--- src/rtl/cpd_pkg.sv ---
// Shared types and constants for the camera packet deframer.
// Used by every module of the block; no dependencies of its own.
`default_nettype none

package cpd_pkg;

    // Header constants
    localparam logic [11:0] HDR_BYTES = 12'd12;
    localparam logic [7:0]  MAGIC_A   = 8'h52;   // 'R'
    localparam logic [7:0]  MAGIC_B   = 8'h42;   // 'B'
    localparam logic [7:0]  MAX_SKIP  = 8'd5;

    // Flag bits ORed into the base stream flag
    localparam logic [7:0] FLAG_SOF = 8'h01;
    localparam logic [7:0] FLAG_MOF = 8'h02;
    localparam logic [7:0] FLAG_EOF = 8'h05;

    // Configuration register indexes and reset values
    localparam logic [1:0] CFG_STREAM_FLAG   = 2'd0;
    localparam logic [1:0] CFG_FRAME_PACKETS = 2'd1;
    localparam logic [1:0] CFG_PAYLOAD_SIZE  = 2'd2;

    localparam logic [7:0]  RST_STREAM_FLAG   = 8'h70;
    localparam logic [11:0] RST_FRAME_PACKETS = 12'd242;
    localparam logic [11:0] RST_PAYLOAD_SIZE  = 12'd1760;

    typedef enum logic [2:0] {
        ST_SHORT     = 3'd0,
        ST_BAD_MAGIC = 3'd1,
        ST_UNSYNCED  = 3'd2,
        ST_LOST      = 3'd3,
        ST_FLAG      = 3'd4,
        ST_OVERSIZE  = 3'd5,
        ST_ACCEPTED  = 3'd6
    } t_status;

    typedef struct packed {
        logic [7:0]  stream_flag;
        logic [11:0] frame_packets;
        logic [11:0] payload_size;
    } t_cfg;

    typedef struct packed {
        logic [31:0] packet_timestamp;
        logic [7:0]  seq_number;
        logic [7:0]  flag_byte;
        logic [7:0]  magic_second;
        logic [7:0]  magic_first;
        logic [11:0] packet_length;
    } t_item;

    // Decision result; position is zero unless the packet is accepted
    typedef struct packed {
        t_status     status;
        logic [11:0] position;
        logic [11:0] payload_length;
        logic        frame_done;
        logic [11:0] frame_packets_received;
        logic [31:0] frame_timestamp;
    } t_result;

endpackage

`default_nettype wire

--- src/rtl/camera_packet_deframer.sv ---
// Top level of the camera packet deframer: input register and stage wiring.
// Depends on cpd_pkg, cpd_cfg, cpd_core and cpd_out.
//
//   channel   dir   handshake                  payload
//   s_*       in    s_tvalid / s_tready        s_tdata header fields, s_tuser flag byte
//   m_*       out   m_tvalid / m_tready        m_tdata placement, m_tuser status, m_tlast done
//   i_cfg_*   in    i_cfg_we                   i_cfg_idx, i_cfg_data
//
// One header beat per cycle sustained while m_tready is high; a result reaches m_* via the
// input register, then decision and state update, then offset multiply.
// The per-packet state update is compare-and-add logic in a single stage, so beats
// may follow each other with no gap. Reset is synchronous, active low, and clears
// sync, counters and all valid flags. A stall on m_tready backs up through the
// stages; each stage holds one beat, so up to three beats are buffered.
`default_nettype none

module camera_packet_deframer
    import cpd_pkg::*;
(
    input  wire logic        i_clk,
    input  wire logic        i_rst_n,
    input  wire logic        s_tvalid,
    output logic             s_tready,
    input  wire logic [71:0] s_tdata,   // packet_length, magic_first, magic_second,
                                        // seq_number, packet_timestamp
    input  wire logic [7:0]  s_tuser,   // flag_byte
    output logic             m_tvalid,
    input  wire logic        m_tready,
    output logic [79:0]      m_tdata,   // write_offset, payload_length,
                                        // frame_packets_received, frame_timestamp
    output logic [2:0]       m_tuser,   // status
    output logic             m_tlast,   // frame_done
    input  wire logic        i_cfg_we,
    input  wire logic [1:0]  i_cfg_idx,
    input  wire logic [11:0] i_cfg_data
);

    t_cfg    cfg;
    logic    r_in_valid;
    t_item   r_in_item;
    logic    core_ready;
    logic    res_valid;
    t_result res;
    logic    out_ready;

    assign s_tready = !r_in_valid || core_ready;

    // Input register
    always_ff @(posedge i_clk) begin
        if (!i_rst_n) begin
            r_in_valid <= 1'b0;
        end else if (s_tready) begin
            r_in_valid <= s_tvalid;
        end
    end

    always_ff @(posedge i_clk) begin
        if (s_tready && s_tvalid) begin
            r_in_item.packet_length    <= s_tdata[11:0];
            r_in_item.magic_first      <= s_tdata[19:12];
            r_in_item.magic_second     <= s_tdata[27:20];
            r_in_item.seq_number       <= s_tdata[35:28];
            r_in_item.packet_timestamp <= s_tdata[67:36];
            r_in_item.flag_byte        <= s_tuser;
        end
    end

    cpd_cfg u_cfg (
        .i_clk      (i_clk),
        .i_rst_n    (i_rst_n),
        .i_cfg_we   (i_cfg_we),
        .i_cfg_idx  (i_cfg_idx),
        .i_cfg_data (i_cfg_data),
        .o_cfg      (cfg)
    );

    cpd_core u_core (
        .i_clk       (i_clk),
        .i_rst_n     (i_rst_n),
        .i_cfg       (cfg),
        .i_valid     (r_in_valid),
        .i_item      (r_in_item),
        .o_ready     (core_ready),
        .i_out_ready (out_ready),
        .o_res_valid (res_valid),
        .o_res       (res)
    );

    cpd_out u_out (
        .i_clk    (i_clk),
        .i_rst_n  (i_rst_n),
        .i_cfg    (cfg),
        .i_valid  (res_valid),
        .i_res    (res),
        .o_ready  (out_ready),
        .m_tvalid (m_tvalid),
        .m_tready (m_tready),
        .m_tdata  (m_tdata),
        .m_tuser  (m_tuser),
        .m_tlast  (m_tlast)
    );

endmodule

`default_nettype wire

--- src/rtl/cpd_cfg.sv ---
// Configuration registers of the camera packet deframer.
// Depends on cpd_pkg for register indexes and reset values.
`default_nettype none

module cpd_cfg
    import cpd_pkg::*;
(
    input  wire logic        i_clk,
    input  wire logic        i_rst_n,
    input  wire logic        i_cfg_we,
    input  wire logic [1:0]  i_cfg_idx,
    input  wire logic [11:0] i_cfg_data,
    output t_cfg             o_cfg
);

    t_cfg r_cfg;

    // Register write decode; writes beyond the list are ignored
    always_ff @(posedge i_clk) begin
        if (!i_rst_n) begin
            r_cfg.stream_flag   <= RST_STREAM_FLAG;
            r_cfg.frame_packets <= RST_FRAME_PACKETS;
            r_cfg.payload_size  <= RST_PAYLOAD_SIZE;
        end else if (i_cfg_we) begin
            unique case (i_cfg_idx)
                CFG_STREAM_FLAG:   r_cfg.stream_flag   <= i_cfg_data[7:0];
                CFG_FRAME_PACKETS: r_cfg.frame_packets <= i_cfg_data;
                CFG_PAYLOAD_SIZE:  r_cfg.payload_size  <= i_cfg_data;
                default: ;
            endcase
        end
    end

    assign o_cfg = r_cfg;

endmodule

`default_nettype wire

--- src/rtl/cpd_core.sv ---
// Sync tracking, loss skipping and frame position logic with its result register.
// Depends on cpd_pkg for the item, result and configuration types.
`default_nettype none

module cpd_core
    import cpd_pkg::*;
(
    input  wire logic i_clk,
    input  wire logic i_rst_n,
    input  t_cfg      i_cfg,
    input  wire logic i_valid,
    input  t_item     i_item,
    output logic      o_ready,
    input  wire logic i_out_ready,
    output logic      o_res_valid,
    output t_result   o_res
);

    // Tracking state
    logic        r_sync;
    logic [7:0]  r_exp;
    logic [11:0] r_pos;
    logic [11:0] r_rcv;
    logic [11:0] r_cmp;
    logic [31:0] r_prev_ts;
    logic [31:0] r_cmp_ts;

    logic        n_sync;
    logic [7:0]  n_exp;
    logic [11:0] n_pos;
    logic [11:0] n_rcv;
    logic [11:0] n_cmp;
    logic [31:0] n_prev_ts;
    logic [31:0] n_cmp_ts;

    logic        r_res_valid;
    t_result     r_res;
    t_result     n_res;

    logic        take;
    logic [7:0]  sof;
    logic [7:0]  mof;
    logic [7:0]  eof;

    assign sof = i_cfg.stream_flag | FLAG_SOF;
    assign mof = i_cfg.stream_flag | FLAG_MOF;
    assign eof = i_cfg.stream_flag | FLAG_EOF;

    assign o_ready = !r_res_valid || i_out_ready;
    assign take    = i_valid && o_ready;

    // Per-packet decision and next state
    always_comb begin
        logic        go;
        logic        closed;
        logic        ok;
        logic [7:0]  e_exp;
        logic [11:0] e_pos;
        logic [11:0] e_rcv;
        logic [11:0] e_cmp;
        logic [31:0] e_cmp_ts;
        logic [7:0]  lost;
        logic [12:0] pos_lost;
        logic [12:0] pos_inc;
        logic [12:0] fp_wide;
        logic [11:0] dlen;

        n_sync    = r_sync;
        n_exp     = r_exp;
        n_pos     = r_pos;
        n_rcv     = r_rcv;
        n_cmp     = r_cmp;
        n_prev_ts = r_prev_ts;
        n_cmp_ts  = r_cmp_ts;

        n_res.status                 = ST_SHORT;
        n_res.position               = '0;
        n_res.payload_length         = '0;
        n_res.frame_done             = 1'b0;
        n_res.frame_packets_received = '0;
        n_res.frame_timestamp        = '0;

        go       = 1'b0;
        closed   = 1'b0;
        ok       = 1'b0;
        e_exp    = r_exp;
        e_pos    = r_pos;
        e_rcv    = r_rcv;
        e_cmp    = r_cmp;
        e_cmp_ts = r_cmp_ts;
        lost     = '0;
        pos_lost = '0;
        pos_inc  = '0;
        fp_wide  = {1'b0, i_cfg.frame_packets};
        dlen     = i_item.packet_length - HDR_BYTES;

        // Header sanity
        if (i_item.packet_length < HDR_BYTES) begin
            n_res.status = ST_SHORT;
        end else if (i_item.magic_first != MAGIC_A || i_item.magic_second != MAGIC_B) begin
            n_res.status = ST_BAD_MAGIC;
        end else if (!r_sync && i_item.flag_byte != sof) begin
            n_res.status = ST_UNSYNCED;
        end else begin
            go = 1'b1;
        end

        // Sync acquisition and skip over lost packets
        if (go) begin
            if (!r_sync) begin
                n_sync = 1'b1;
                e_exp  = i_item.seq_number;
                e_pos  = '0;
                e_rcv  = '0;
                e_cmp  = '0;
            end
            lost = i_item.seq_number - e_exp;
            if (lost > MAX_SKIP) begin
                n_sync       = 1'b0;
                n_res.status = ST_LOST;
                go           = 1'b0;
            end else if (lost != 8'd0) begin
                e_exp    = i_item.seq_number;
                pos_lost = {1'b0, e_pos} + {5'b0, lost};
                if (fp_wide <= pos_lost) begin
                    // the skip runs past the frame end and closes it
                    e_pos    = pos_lost[11:0] - i_cfg.frame_packets;
                    e_cmp    = e_rcv;
                    e_rcv    = '0;
                    e_cmp_ts = r_prev_ts;
                    closed   = 1'b1;
                end else begin
                    e_pos = pos_lost[11:0];
                end
            end
            n_exp    = e_exp;
            n_pos    = e_pos;
            n_rcv    = e_rcv;
            n_cmp    = e_cmp;
            n_cmp_ts = e_cmp_ts;
        end

        // Flag must fit the position in the frame
        if (go) begin
            pos_inc = {1'b0, e_pos} + 13'd1;
            ok = (e_pos == 12'd0 && i_item.flag_byte == sof) ||
                 (pos_inc == fp_wide && i_item.flag_byte == eof) ||
                 (e_pos != 12'd0 && pos_inc < fp_wide && i_item.flag_byte == mof);
            if (!ok) begin
                n_sync       = 1'b0;
                n_res.status = ST_FLAG;
                go           = 1'b0;
            end
        end

        if (go && dlen > i_cfg.payload_size) begin
            n_res.status = ST_OVERSIZE;
            go           = 1'b0;
        end

        // Accepted packet: advance and check for frame end
        if (go) begin
            n_res.status         = ST_ACCEPTED;
            n_res.position       = e_pos;
            n_res.payload_length = dlen;
            n_pos     = pos_inc[11:0];
            n_exp     = e_exp + 8'd1;
            n_rcv     = e_rcv + 12'd1;
            n_prev_ts = i_item.packet_timestamp;
            if (pos_inc[11:0] == i_cfg.frame_packets) begin
                n_pos    = '0;
                n_cmp    = e_rcv + 12'd1;
                n_rcv    = '0;
                n_cmp_ts = i_item.packet_timestamp;
                closed   = 1'b1;
            end
            if (closed) begin
                n_res.frame_done             = 1'b1;
                n_res.frame_packets_received = n_cmp;
                n_res.frame_timestamp        = n_cmp_ts;
            end
        end
    end

    // State and result register
    always_ff @(posedge i_clk) begin
        if (!i_rst_n) begin
            r_sync      <= 1'b0;
            r_exp       <= '0;
            r_pos       <= '0;
            r_rcv       <= '0;
            r_cmp       <= '0;
            r_prev_ts   <= '0;
            r_cmp_ts    <= '0;
            r_res_valid <= 1'b0;
        end else begin
            if (take) begin
                r_sync    <= n_sync;
                r_exp     <= n_exp;
                r_pos     <= n_pos;
                r_rcv     <= n_rcv;
                r_cmp     <= n_cmp;
                r_prev_ts <= n_prev_ts;
                r_cmp_ts  <= n_cmp_ts;
                r_res     <= n_res;
            end
            if (o_ready) begin
                r_res_valid <= i_valid;
            end
        end
    end

    assign o_res_valid = r_res_valid;
    assign o_res       = r_res;

`ifndef ASSERT_OFF
    // A stalled result holds its contents
    a_res_hold: assert property (@(posedge i_clk) disable iff (!i_rst_n)
        r_res_valid && !i_out_ready |=> r_res_valid && $stable(r_res))
        else $error("result changed while stalled");

    // Frame completion only comes with an accepted packet
    a_done_accepted: assert property (@(posedge i_clk) disable iff (!i_rst_n)
        r_res_valid && r_res.frame_done |-> r_res.status == ST_ACCEPTED)
        else $error("frame_done on a rejected packet");

    // A resync status leaves the tracker unsynced
    a_resync_drops: assert property (@(posedge i_clk) disable iff (!i_rst_n)
        take && (n_res.status == ST_LOST || n_res.status == ST_FLAG) |=> !r_sync)
        else $error("sync kept after resync status");

    // Only accepted packets carry a nonzero buffer position or payload length
    a_pos_zero: assert property (@(posedge i_clk) disable iff (!i_rst_n)
        r_res_valid && r_res.status != ST_ACCEPTED |-> r_res.position == 12'd0 &&
        r_res.payload_length == 12'd0)
        else $error("placement fields set on a rejected packet");
`endif

endmodule

`default_nettype wire

--- src/rtl/cpd_out.sv ---
// Output stage: payload offset multiply and the master-side output register.
// Depends on cpd_pkg for the result and configuration types.
`default_nettype none

module cpd_out
    import cpd_pkg::*;
(
    input  wire logic  i_clk,
    input  wire logic  i_rst_n,
    input  t_cfg       i_cfg,
    input  wire logic  i_valid,
    input  t_result    i_res,
    output logic       o_ready,
    output logic       m_tvalid,
    input  wire logic  m_tready,
    output logic [79:0] m_tdata,   // write_offset, payload_length, frame_packets_received,
                                   // frame_timestamp
    output logic [2:0] m_tuser,    // status
    output logic       m_tlast     // frame_done
);

    logic        r_valid;
    logic [79:0] r_data;
    logic [2:0]  r_user;
    logic        r_last;
    logic [23:0] offset;

    assign o_ready = !r_valid || m_tready;

    // Position is zero for rejected packets, so the offset is too
    assign offset = {12'd0, i_res.position} * {12'd0, i_cfg.payload_size};

    always_ff @(posedge i_clk) begin
        if (!i_rst_n) begin
            r_valid <= 1'b0;
        end else if (o_ready) begin
            r_valid <= i_valid;
        end
    end

    always_ff @(posedge i_clk) begin
        if (o_ready && i_valid) begin
            r_data <= {i_res.frame_timestamp, i_res.frame_packets_received,
                       i_res.payload_length, offset};
            r_user <= i_res.status;
            r_last <= i_res.frame_done;
        end
    end

    assign m_tvalid = r_valid;
    assign m_tdata  = r_data;
    assign m_tuser  = r_user;
    assign m_tlast  = r_last;

endmodule

`default_nettype wire
--- config.mk ---
export PLATFORM = sky130hd
export DESIGN_NAME = camera_packet_deframer
export DESIGN_NICKNAME = d
export VERILOG_FILES = /design/src/rtl/cpd_pkg.sv /design/src/rtl/camera_packet_deframer.sv /design/src/rtl/cpd_cfg.sv /design/src/rtl/cpd_core.sv /design/src/rtl/cpd_out.sv
export SDC_FILE = /design/constraint.sdc
export NUM_CORES = 1
export LEC_CHECK = 0
export ABC_AREA = 0
export BUFFER_PORTS_ARGS = -buffer_cell sky130_fd_sc_hd__buf_4
export CAP_MARGIN = 25
export CORE_ASPECT_RATIO = 2
export CORE_MARGIN = 8
export CORE_UTILIZATION = 40
export CTS_CLUSTER_SIZE = 10
export DETAILED_ROUTE_END_ITERATION = 12
export GPL_TIMING_DRIVEN = 0
export PLACE_DENSITY_LB_ADDON = 0.25
export SKIP_CTS_REPAIR_TIMING = 1
export SYNTH_ARGS = -nofsm -noshare
export SYNTH_HDL_FRONTEND = slang
export SYNTH_SLANG_ARGS = --single-unit
--- constraint.sdc ---
create_clock -name i_clk -period 19.1 [get_ports i_clk]
set_clock_uncertainty 0.1 [all_clocks]
set_input_delay 0.955 -clock i_clk [delete_from_list [all_inputs] [get_ports i_clk]]
set_output_delay 0.955 -clock i_clk [all_outputs]
set_load 0.02 [all_outputs]
==> summary.md, run 1 <==
| Metric | Value |
|---|---|
| Final Max Tran Viols | `0` |
| Num CTS Buffers | `slightly above 40` |
| CTS tree | `built` |
| Crit end category | `flop` |
| Min-delay src | `u_core.o_res[36]` |
| Critical Path RT | `19.23 ns` |
| Post-synthesis sequential area ratio | `41.9%` |
| CTS Sinks | `between 300 and 400` |
| Tmin final | `15.06 ns` |
| Die Wd | `about 180 um` |
| Min-delay worst type | `reg -> reg` |
| WP data arrival | `15.19 ns` |
| Vias in the first global route | `18300` |
| EDFF count, synth | `232` |
| Net Count, Synth | `2555` |
| Commonest non-fill, non-tap cells in the layout | `330 x nand2_1, 232 x edfxtp_1, 181 x buf_4` |
| Most common cell after layout, fill and taps aside | `nand2_1` |
| RSZ-0062 raised after global routing | `false` |
| Core area | `roughly 54000 um^2` |
| Asr flop ratio synth | `0%` |
| Netlist cell types | `87` |
| Layout cells sized above 1 | `12.2%` |
| WHS Path Cells | `0` |
| Die Height | `between 300 and 400 um` |
| Hold Path Sink | `u_out.m_tdata[40]` |
| Post-Place Setup Slack | `4.38 ns` |
| Capturing point of the worst reg2reg path | `u_core.o_res[58]` |
| H-tree Lvls | `2` |
| # fillers | `5079` |
| Final worst path period share | `78.8%` |
| Iteration-0 DRC Markers | `1058` |
| Dpl hpwl | `56900 um` |
| Max Cap Viol | `0` |
| Worst-margin pin slew | `0.996 ns` |
| Starting Density | `40.4%` |
| Synthesized flop and latch total | `343` |
| IO Port Bufs | `180` |
| Final WL | `71300 um` |
| Count of final setup violators | `0` |
| Total negative slack | `0 ns` |
| Worst setup path class | `reg -> reg` |
| Final hold vios | `0` |
| Worst skew pair latency | `0.57 ns` |
| Peak VDD IR | `94.1 uV` |
| Area of the multi-input gates | `between 10000 and 15000 um^2` |
| First-pass GRT wire length | `108000 um` |
| Most used cell, CP | `clkbuf_1` |
| Critical Path Slowest Stage Cell | `o31ai_1` |
| PD cells | `82.2 nW/um^2` |
| Largest stage delay, worst path | `0.84 ns` |
| LEAKAGE | `just over 0.01 uW` |
| Mapped Cells | `2223` |
| DRC errors left | `0` |
| Predominant post-synthesis flop cell | `edfxtp_1` |
| CTS max path bufs | `3` |
| Clock root buffer | `clkbuf_16` |
| Gr ovfl total | `0` |
| # IOs | `~190` |
| CP max FO | `10` |
| Overall die area | `63000 um^2` |
| Post-Syn Area | `between 20000 and 25000 um^2` |
| FF+latch area | `between 9000 and 10000 um^2` |
| Nets | `between 2000 and 3000` |
| Final hold slack | `just over 0.3 ns` |
| Worst r2r src | `u_core.r_sync` |
| Antenna-violating nets left | `0` |
| R2R setup slack | `between 4 and 5 ns` |
| R2R cell count | `46` |
| Clock-pin slew on the worst setup and hold paths | `0.06 ns` |
| P&R area growth vs syn | `16.6%` |
| Tot GR Track Use | `roughly 22%` |
| F_max | `around 66 MHz` |
| Slew margin rel. | `between 30% and 40%` |
| Finished Layout Cells | `3167` |
| Avg Inst Size Synth | `9.87 um^2` |
| Initial antenna violation count | `8` |
| Startpoint Class | `flop` |
| Outcome | `finished clean` |
| Yosys warns | `0` |
| Vias per cell | `5.57` |
| Final worst slack | `4.04 ns` |
| Routed len/inst | `~22 um` |
| Vias | `17600` |
| RD Place Congestion | `0.951` |
| Largest net degree at the start of global routing | `38` |
| Core Rows | `roughly 120` |
| Placed cell count | `3087` |
| Number of detailed-route iterations in the first pass | `5` |
## Yosys cell counts, types with 7 or more instances
cell type | count | area [um^2]
a21o_1 | 17 | 128
dfxtp_1 | 111 | 2220
a211oi_1 | 16 | 120
a22oi_1 | 15 | 113
nand4_1 | 19 | 119
nand3b_1 | 7 | 52.6
inv_1 | 178 | 668
a22o_1 | 13 | 114
nor4_1 | 17 | 106
fa_1 | 103 | 2060
and4_1 | 7 | 61.3
mux2_2 | 8 | 90.1
xor2_1 | 30 | 263
o2111ai_1 | 8 | 70.1
nor3_1 | 26 | 130
nor2_1 | 132 | 495
nand2_1 | 330 | 1240
buf_2 | 16 | 80.1
nand2b_1 | 11 | 68.8
xnor2_1 | 37 | 324
o21a_1 | 23 | 173
mux2i_1 | 55 | 551
nand3_1 | 51 | 255
and2_1 | 79 | 494
o21ai_0 | 64 | 320
and3_1 | 16 | 100
o211ai_1 | 50 | 375
nor2b_1 | 23 | 144
ha_1 | 130 | 1630
or3_1 | 14 | 87.6
edfxtp_1 | 232 | 6970
a31oi_1 | 18 | 113
a21oi_1 | 143 | 716
or2_2 | 7 | 43.8
o21ai_1 | 9 | 45.0
clkbuf_1 | 97 | 364
## power by group
group	switching, uW	leakage (uW)	internal [uW]
Clock	311	0.000598	427
Sequential	20.3	0.00317	832
Combinational	311	0.00638	201
Total	642	0.0101	1460
## how the worst max path moves through the flow
stage / slack [ns] / cells past startpoint / start / endpoint
after floorplan: 9.15 / 46 / u_core.r_sync / u_core.o_res[43]
after global placement: 4.49 / 43 / u_core.r_sync / u_core.o_res[58]
after detailed placement: 4.38 / 46 / u_core.r_sync / u_core.o_res[58]
after CTS: 4.34 / 46 / u_core.r_sync / u_core.o_res[58]
after global routing: 3.19 / 46 / u_core.r_sync / u_core.o_res[58]
final: 4.04 / 46 / u_core.r_sync / u_core.o_res[58]
## registers in the layout (all words and copies together), names as in the netlist
register / flops
r_in_item: 76
u_out.m_tuser: 3
u_core.o_res: 72
r_in_valid: 1
u_core.r_rcv: 12
u_core.r_cmp: 11
u_core.r_exp: 8
u_core.r_prev_ts: 32
u_cfg.o_cfg: 32
u_core.r_pos: 12
u_out.m_tvalid: 1
u_out.m_tdata: 80
u_core.o_res_valid: 1
u_out.m_tlast: 1
u_core.r_sync: 1
## worst max-delay path, delay by kind of cell, from the launching register on
family	cells	cell delay [ns]
buffers and inverters	11	4.47
and+or+nand+nor	12	2.36
adders and majority gates	6	2.19
AOI/OAI and AO/OA	15	4.83
DFF	1	0.36
xor gates and xnor gates	2	0.40
## final cells by class
cell class              count  share of cell area (%)
flip-flops and latches    343                    35.9
plain buffers             120                    1.91
multi-input cells        1580                    45.4
diodes                      6                  0.0587
clock inverters             4                   0.191
clock buffers              70                    4.68
repair buffers            188                    5.88
well taps                 676                    3.31
inverters                 180                    2.65
## cells by family after synthesis
family,after synthesis,synth area share (%)
AOI/OAI and AO/OA,447,13.4
xor gates and xnor gates,68,2.75
adders and majority gates,233,16.8
buffers and inverters,300,5.31
DFF,343,41.9
muxes,67,3.21
and+or+nand+nor,765,16.6
## through the flow
step | power, uW | utilization, % | area (um^2)
2_1_floorplan | 1210 | - | 21900
3_5_place_dp | 1370 | 44.7 | 24300
5_1_grt | 2200 | 47.0 | 25600
3_3_place_gp | 1370 | 44.4 | 24100
6_report | 2100 | 47.1 | 25600
4_1_cts | 2120 | 47.0 | 25600
## metal layers
metal | wire length [um] | share of wire (%) | track usage [%]
met3 | 3820 | 5.4 | 4.26
met4 | 6000 | 8.4 | 17.3
met5 | 30 | 0.042 | 0
met1 | 23200 | 33 | 20.5
met2 | 38200 | 54 | 42.1
Note: power is estimated with default switching activity, not from simulation.
==> run 2: changes to the inputs <==
==> constraint.sdc (replaced) <==
create_clock -name i_clk -period 12.6 [get_ports i_clk]
set_clock_uncertainty 0.1 [all_clocks]
set_input_delay 0.63 -clock i_clk [delete_from_list [all_inputs] [get_ports i_clk]]
set_output_delay 0.63 -clock i_clk [all_outputs]
set_load 0.02 [all_outputs]
==> run 2 against run 1 <==
Against the previous run: global-route usage unchanged; critical endpoint is now u_core.o_res[41]; sequential power grew 51%; combinational power grew 54%; critical path depth fell by 1; largest power group unchanged; routed wire length is essentially flat; die area unchanged; via count about the same.
==> summary.md, run 2 (synthesis gave the netlist of run 1 again) <==
| Metric | Value |
|---|---|
| Outcome | `finished clean (unchanged)` |
| P&R area growth vs syn | `17.3% (was 16.6%)` |
| Area of the multi-input gates | `11700 um^2 (was 11600 um^2)` |
| Routed len/inst | `22.4 um (was 22.5 um)` |
| Number of detailed-route iterations in the first pass | `5 (unchanged)` |
| CP max FO | `10 (unchanged)` |
| RSZ-0062 raised after global routing | `false (unchanged)` |
| DRC errors left | `0 (unchanged)` |
| Starting Density | `40.4% (unchanged)` |
| F_max | `83.4 MHz (was 66.4 MHz)` |
| Min-delay worst type | `in -> reg (was reg -> reg)` |
| Critical Path RT | `12.79 ns (was 19.23 ns)` |
| CTS tree | `built (unchanged)` |
| Antenna-violating nets left | `0 (unchanged)` |
| Placed cell count | `3087 (unchanged)` |
| Final hold vios | `0 (unchanged)` |
| # IOs | `185 (unchanged)` |
| R2R setup slack | `0.61 ns (was 4.04 ns)` |
| CTS max path bufs | `3 (unchanged)` |
| Vias | `17600 (about the same)` |
| Core Rows | `121 (unchanged)` |
| Largest net degree at the start of global routing | `38 (unchanged)` |
| Tmin final | `11.99 ns (was 15.06 ns)` |
| Worst-margin pin slew | `1.02 ns (was 0.996 ns)` |
| Clock-pin slew on the worst setup and hold paths | `0.06 ns (about the same)` |
| H-tree Lvls | `2 (unchanged)` |
| Count of final setup violators | `0 (unchanged)` |
| Worst setup path class | `reg -> reg (unchanged)` |
| Final WL | `71200 um (was 71300 um)` |
| Overall die area | `63000 um^2 (unchanged)` |
| LEAKAGE | `0.0102 uW (was 0.0101 uW)` |
| CTS Sinks | `343 (unchanged)` |
| Capturing point of the worst reg2reg path | `u_core.o_res[41] (was u_core.o_res[58])` |
| Total negative slack | `0 ns (unchanged)` |
| Routed wl met3 | `3740 um (was 3820 um)` |
| Max Cap Viol | `0 (unchanged)` |
| Clock root buffer | `clkbuf_16 (unchanged)` |
| Most common cell after layout, fill and taps aside | `nand2_1 (unchanged)` |
| Crit end category | `flop (unchanged)` |
| Fin util | `47.3% (was 47.1%)` |
| Min-delay src | `s_tdata[30] (was u_core.o_res[36])` |
| WP data arrival | `12.18 ns (was 15.19 ns)` |
| Startpoint Class | `flop (unchanged)` |
| Slew margin rel. | `31.3% (was 31.7%)` |
| Tot Pwr | `3190 uW (was 2100 uW)` |
| Critical Path Slowest Stage Cell | `a22oi_1 (was o31ai_1)` |
| Met2 WL | `38200 um (about the same)` |
| Largest stage delay, worst path | `0.55 ns (was 0.84 ns)` |
| Final Max Tran Viols | `0 (unchanged)` |
| FF+latch area | `9190 um^2 (unchanged)` |
| Die Wd | `182 um (unchanged)` |
| Worst r2r src | `u_core.r_sync (unchanged)` |
| Dpl hpwl | `56900 um (unchanged)` |
| Met1 wire length | `23200 um (about the same)` |
| Num CTS Buffers | `41 (unchanged)` |
| IO Port Bufs | `180 (unchanged)` |
| Vias in the first global route | `18300 (unchanged)` |
| Final worst path period share | `95.2% (was 78.8%)` |
| Peak VDD IR | `143 uV (was 94.1 uV)` |
| Hold Path Sink | `r_in_item[38] (was u_out.m_tdata[40])` |
| Worst skew pair latency | `0.57 ns (about the same)` |
| Vias per cell | `5.56 (was 5.57)` |
| Tot GR Track Use | `22.3% (unchanged)` |
| # fillers | `5063 (was 5079)` |
| Finished Layout Cells | `3174 (was 3167)` |
| Most used cell, CP | `clkbuf_2 (was clkbuf_1)` |
| Initial antenna violation count | `8 (unchanged)` |
| RD Place Congestion | `0.951 (unchanged)` |
| Gr ovfl total | `0 (unchanged)` |
| Die Height | `347 um (unchanged)` |
| Nets | `2793 (was 2786)` |
| First-pass GRT wire length | `108000 um (unchanged)` |
| PD cells | `124 nW/um^2 (was 82.2 nW/um^2)` |
| Iteration-0 DRC Markers | `1056 (was 1058)` |
| Core area | `54400 um^2 (unchanged)` |
| Commonest non-fill, non-tap cells in the layout | `329 x nand2_1, 232 x edfxtp_1, 188 x buf_4 (was 330 x nand2_1, 232 x edfxtp_1, 181 x buf_4)` |
| Layout cells sized above 1 | `13.4% (was 12.2%)` |
| Max reg flops | `80 (unchanged)` |
| WHS Path Cells | `1 (was 0)` |
| Top layer in use | `met5 (unchanged)` |
| R2R cell count | `45 (was 46)` |
-- run 2: power by group --
part / switching (uW) / leakage [uW] / total, uW / internal (uW)
registers: 30.7 / 0.00317 / 1290 / 1260
logic: 476 / 0.00644 / 786 / 309
clock network: 470 / 0.000598 / 1120 / 647
total: 977 / 0.0102 / 3190 / 2220
-- run 2: worst max path at each step --
stage | start | endpoint
3_3_place_gp | u_core.r_sync | u_core.o_res[58]
4_1_cts | u_core.r_sync | u_core.o_res[58]
5_1_grt | u_core.r_sync | u_core.o_res[41]
2_1_floorplan | u_core.r_sync | u_core.o_res[43]
6_report | u_core.r_sync | u_core.o_res[41]
3_5_place_dp | u_core.r_sync | u_core.o_res[58]
-- run 2: area by class of cell --
cell class	count	area share (%)
Buffer	120	1.98
Antenna cell	6	0.0583
Clock buffer	70	4.65
Timing Repair Buffer	195	6.05
Inverter	180	2.64
Sequential cell	343	35.7
Multi-Input combinational cell	1580	45.4
Clock inverter	4	0.190
Tap cell	676	3.29
-- run 2: worst max-delay path, delay by kind of cell, from the launching register on --
family / cells / cell delay (ns)
buf+inv: 11 / 2.98
fa+ha+maj: 5 / 1.67
flops: 1 / 0.36
compound gates: 13 / 2.92
mux: 2 / 0.79
simple gates: 13 / 2.75
xor+xnor: 1 / 0.11
-- run 2: metal layers --
metal / vias to the layer above / track usage [%]
li1: 8284 / -
met1: 8498 / 20.5
met2: 613 / 42.1
met3: 243 / 4.26
met4: 4 / 17.3
met5: - / 0
-- run 2: per-stage QoR --
step	setup slack (ns)	instance area [um^2]	hold WS (ns)
after floorplan	2.65	21900	0.300
after global placement	-2.01	24100	0.300
after detailed placement	-2.12	24300	0.305
after CTS	-2.16	25600	0.114
after global routing	0.0304	25700	0.122
final	0.610	25700	0.142
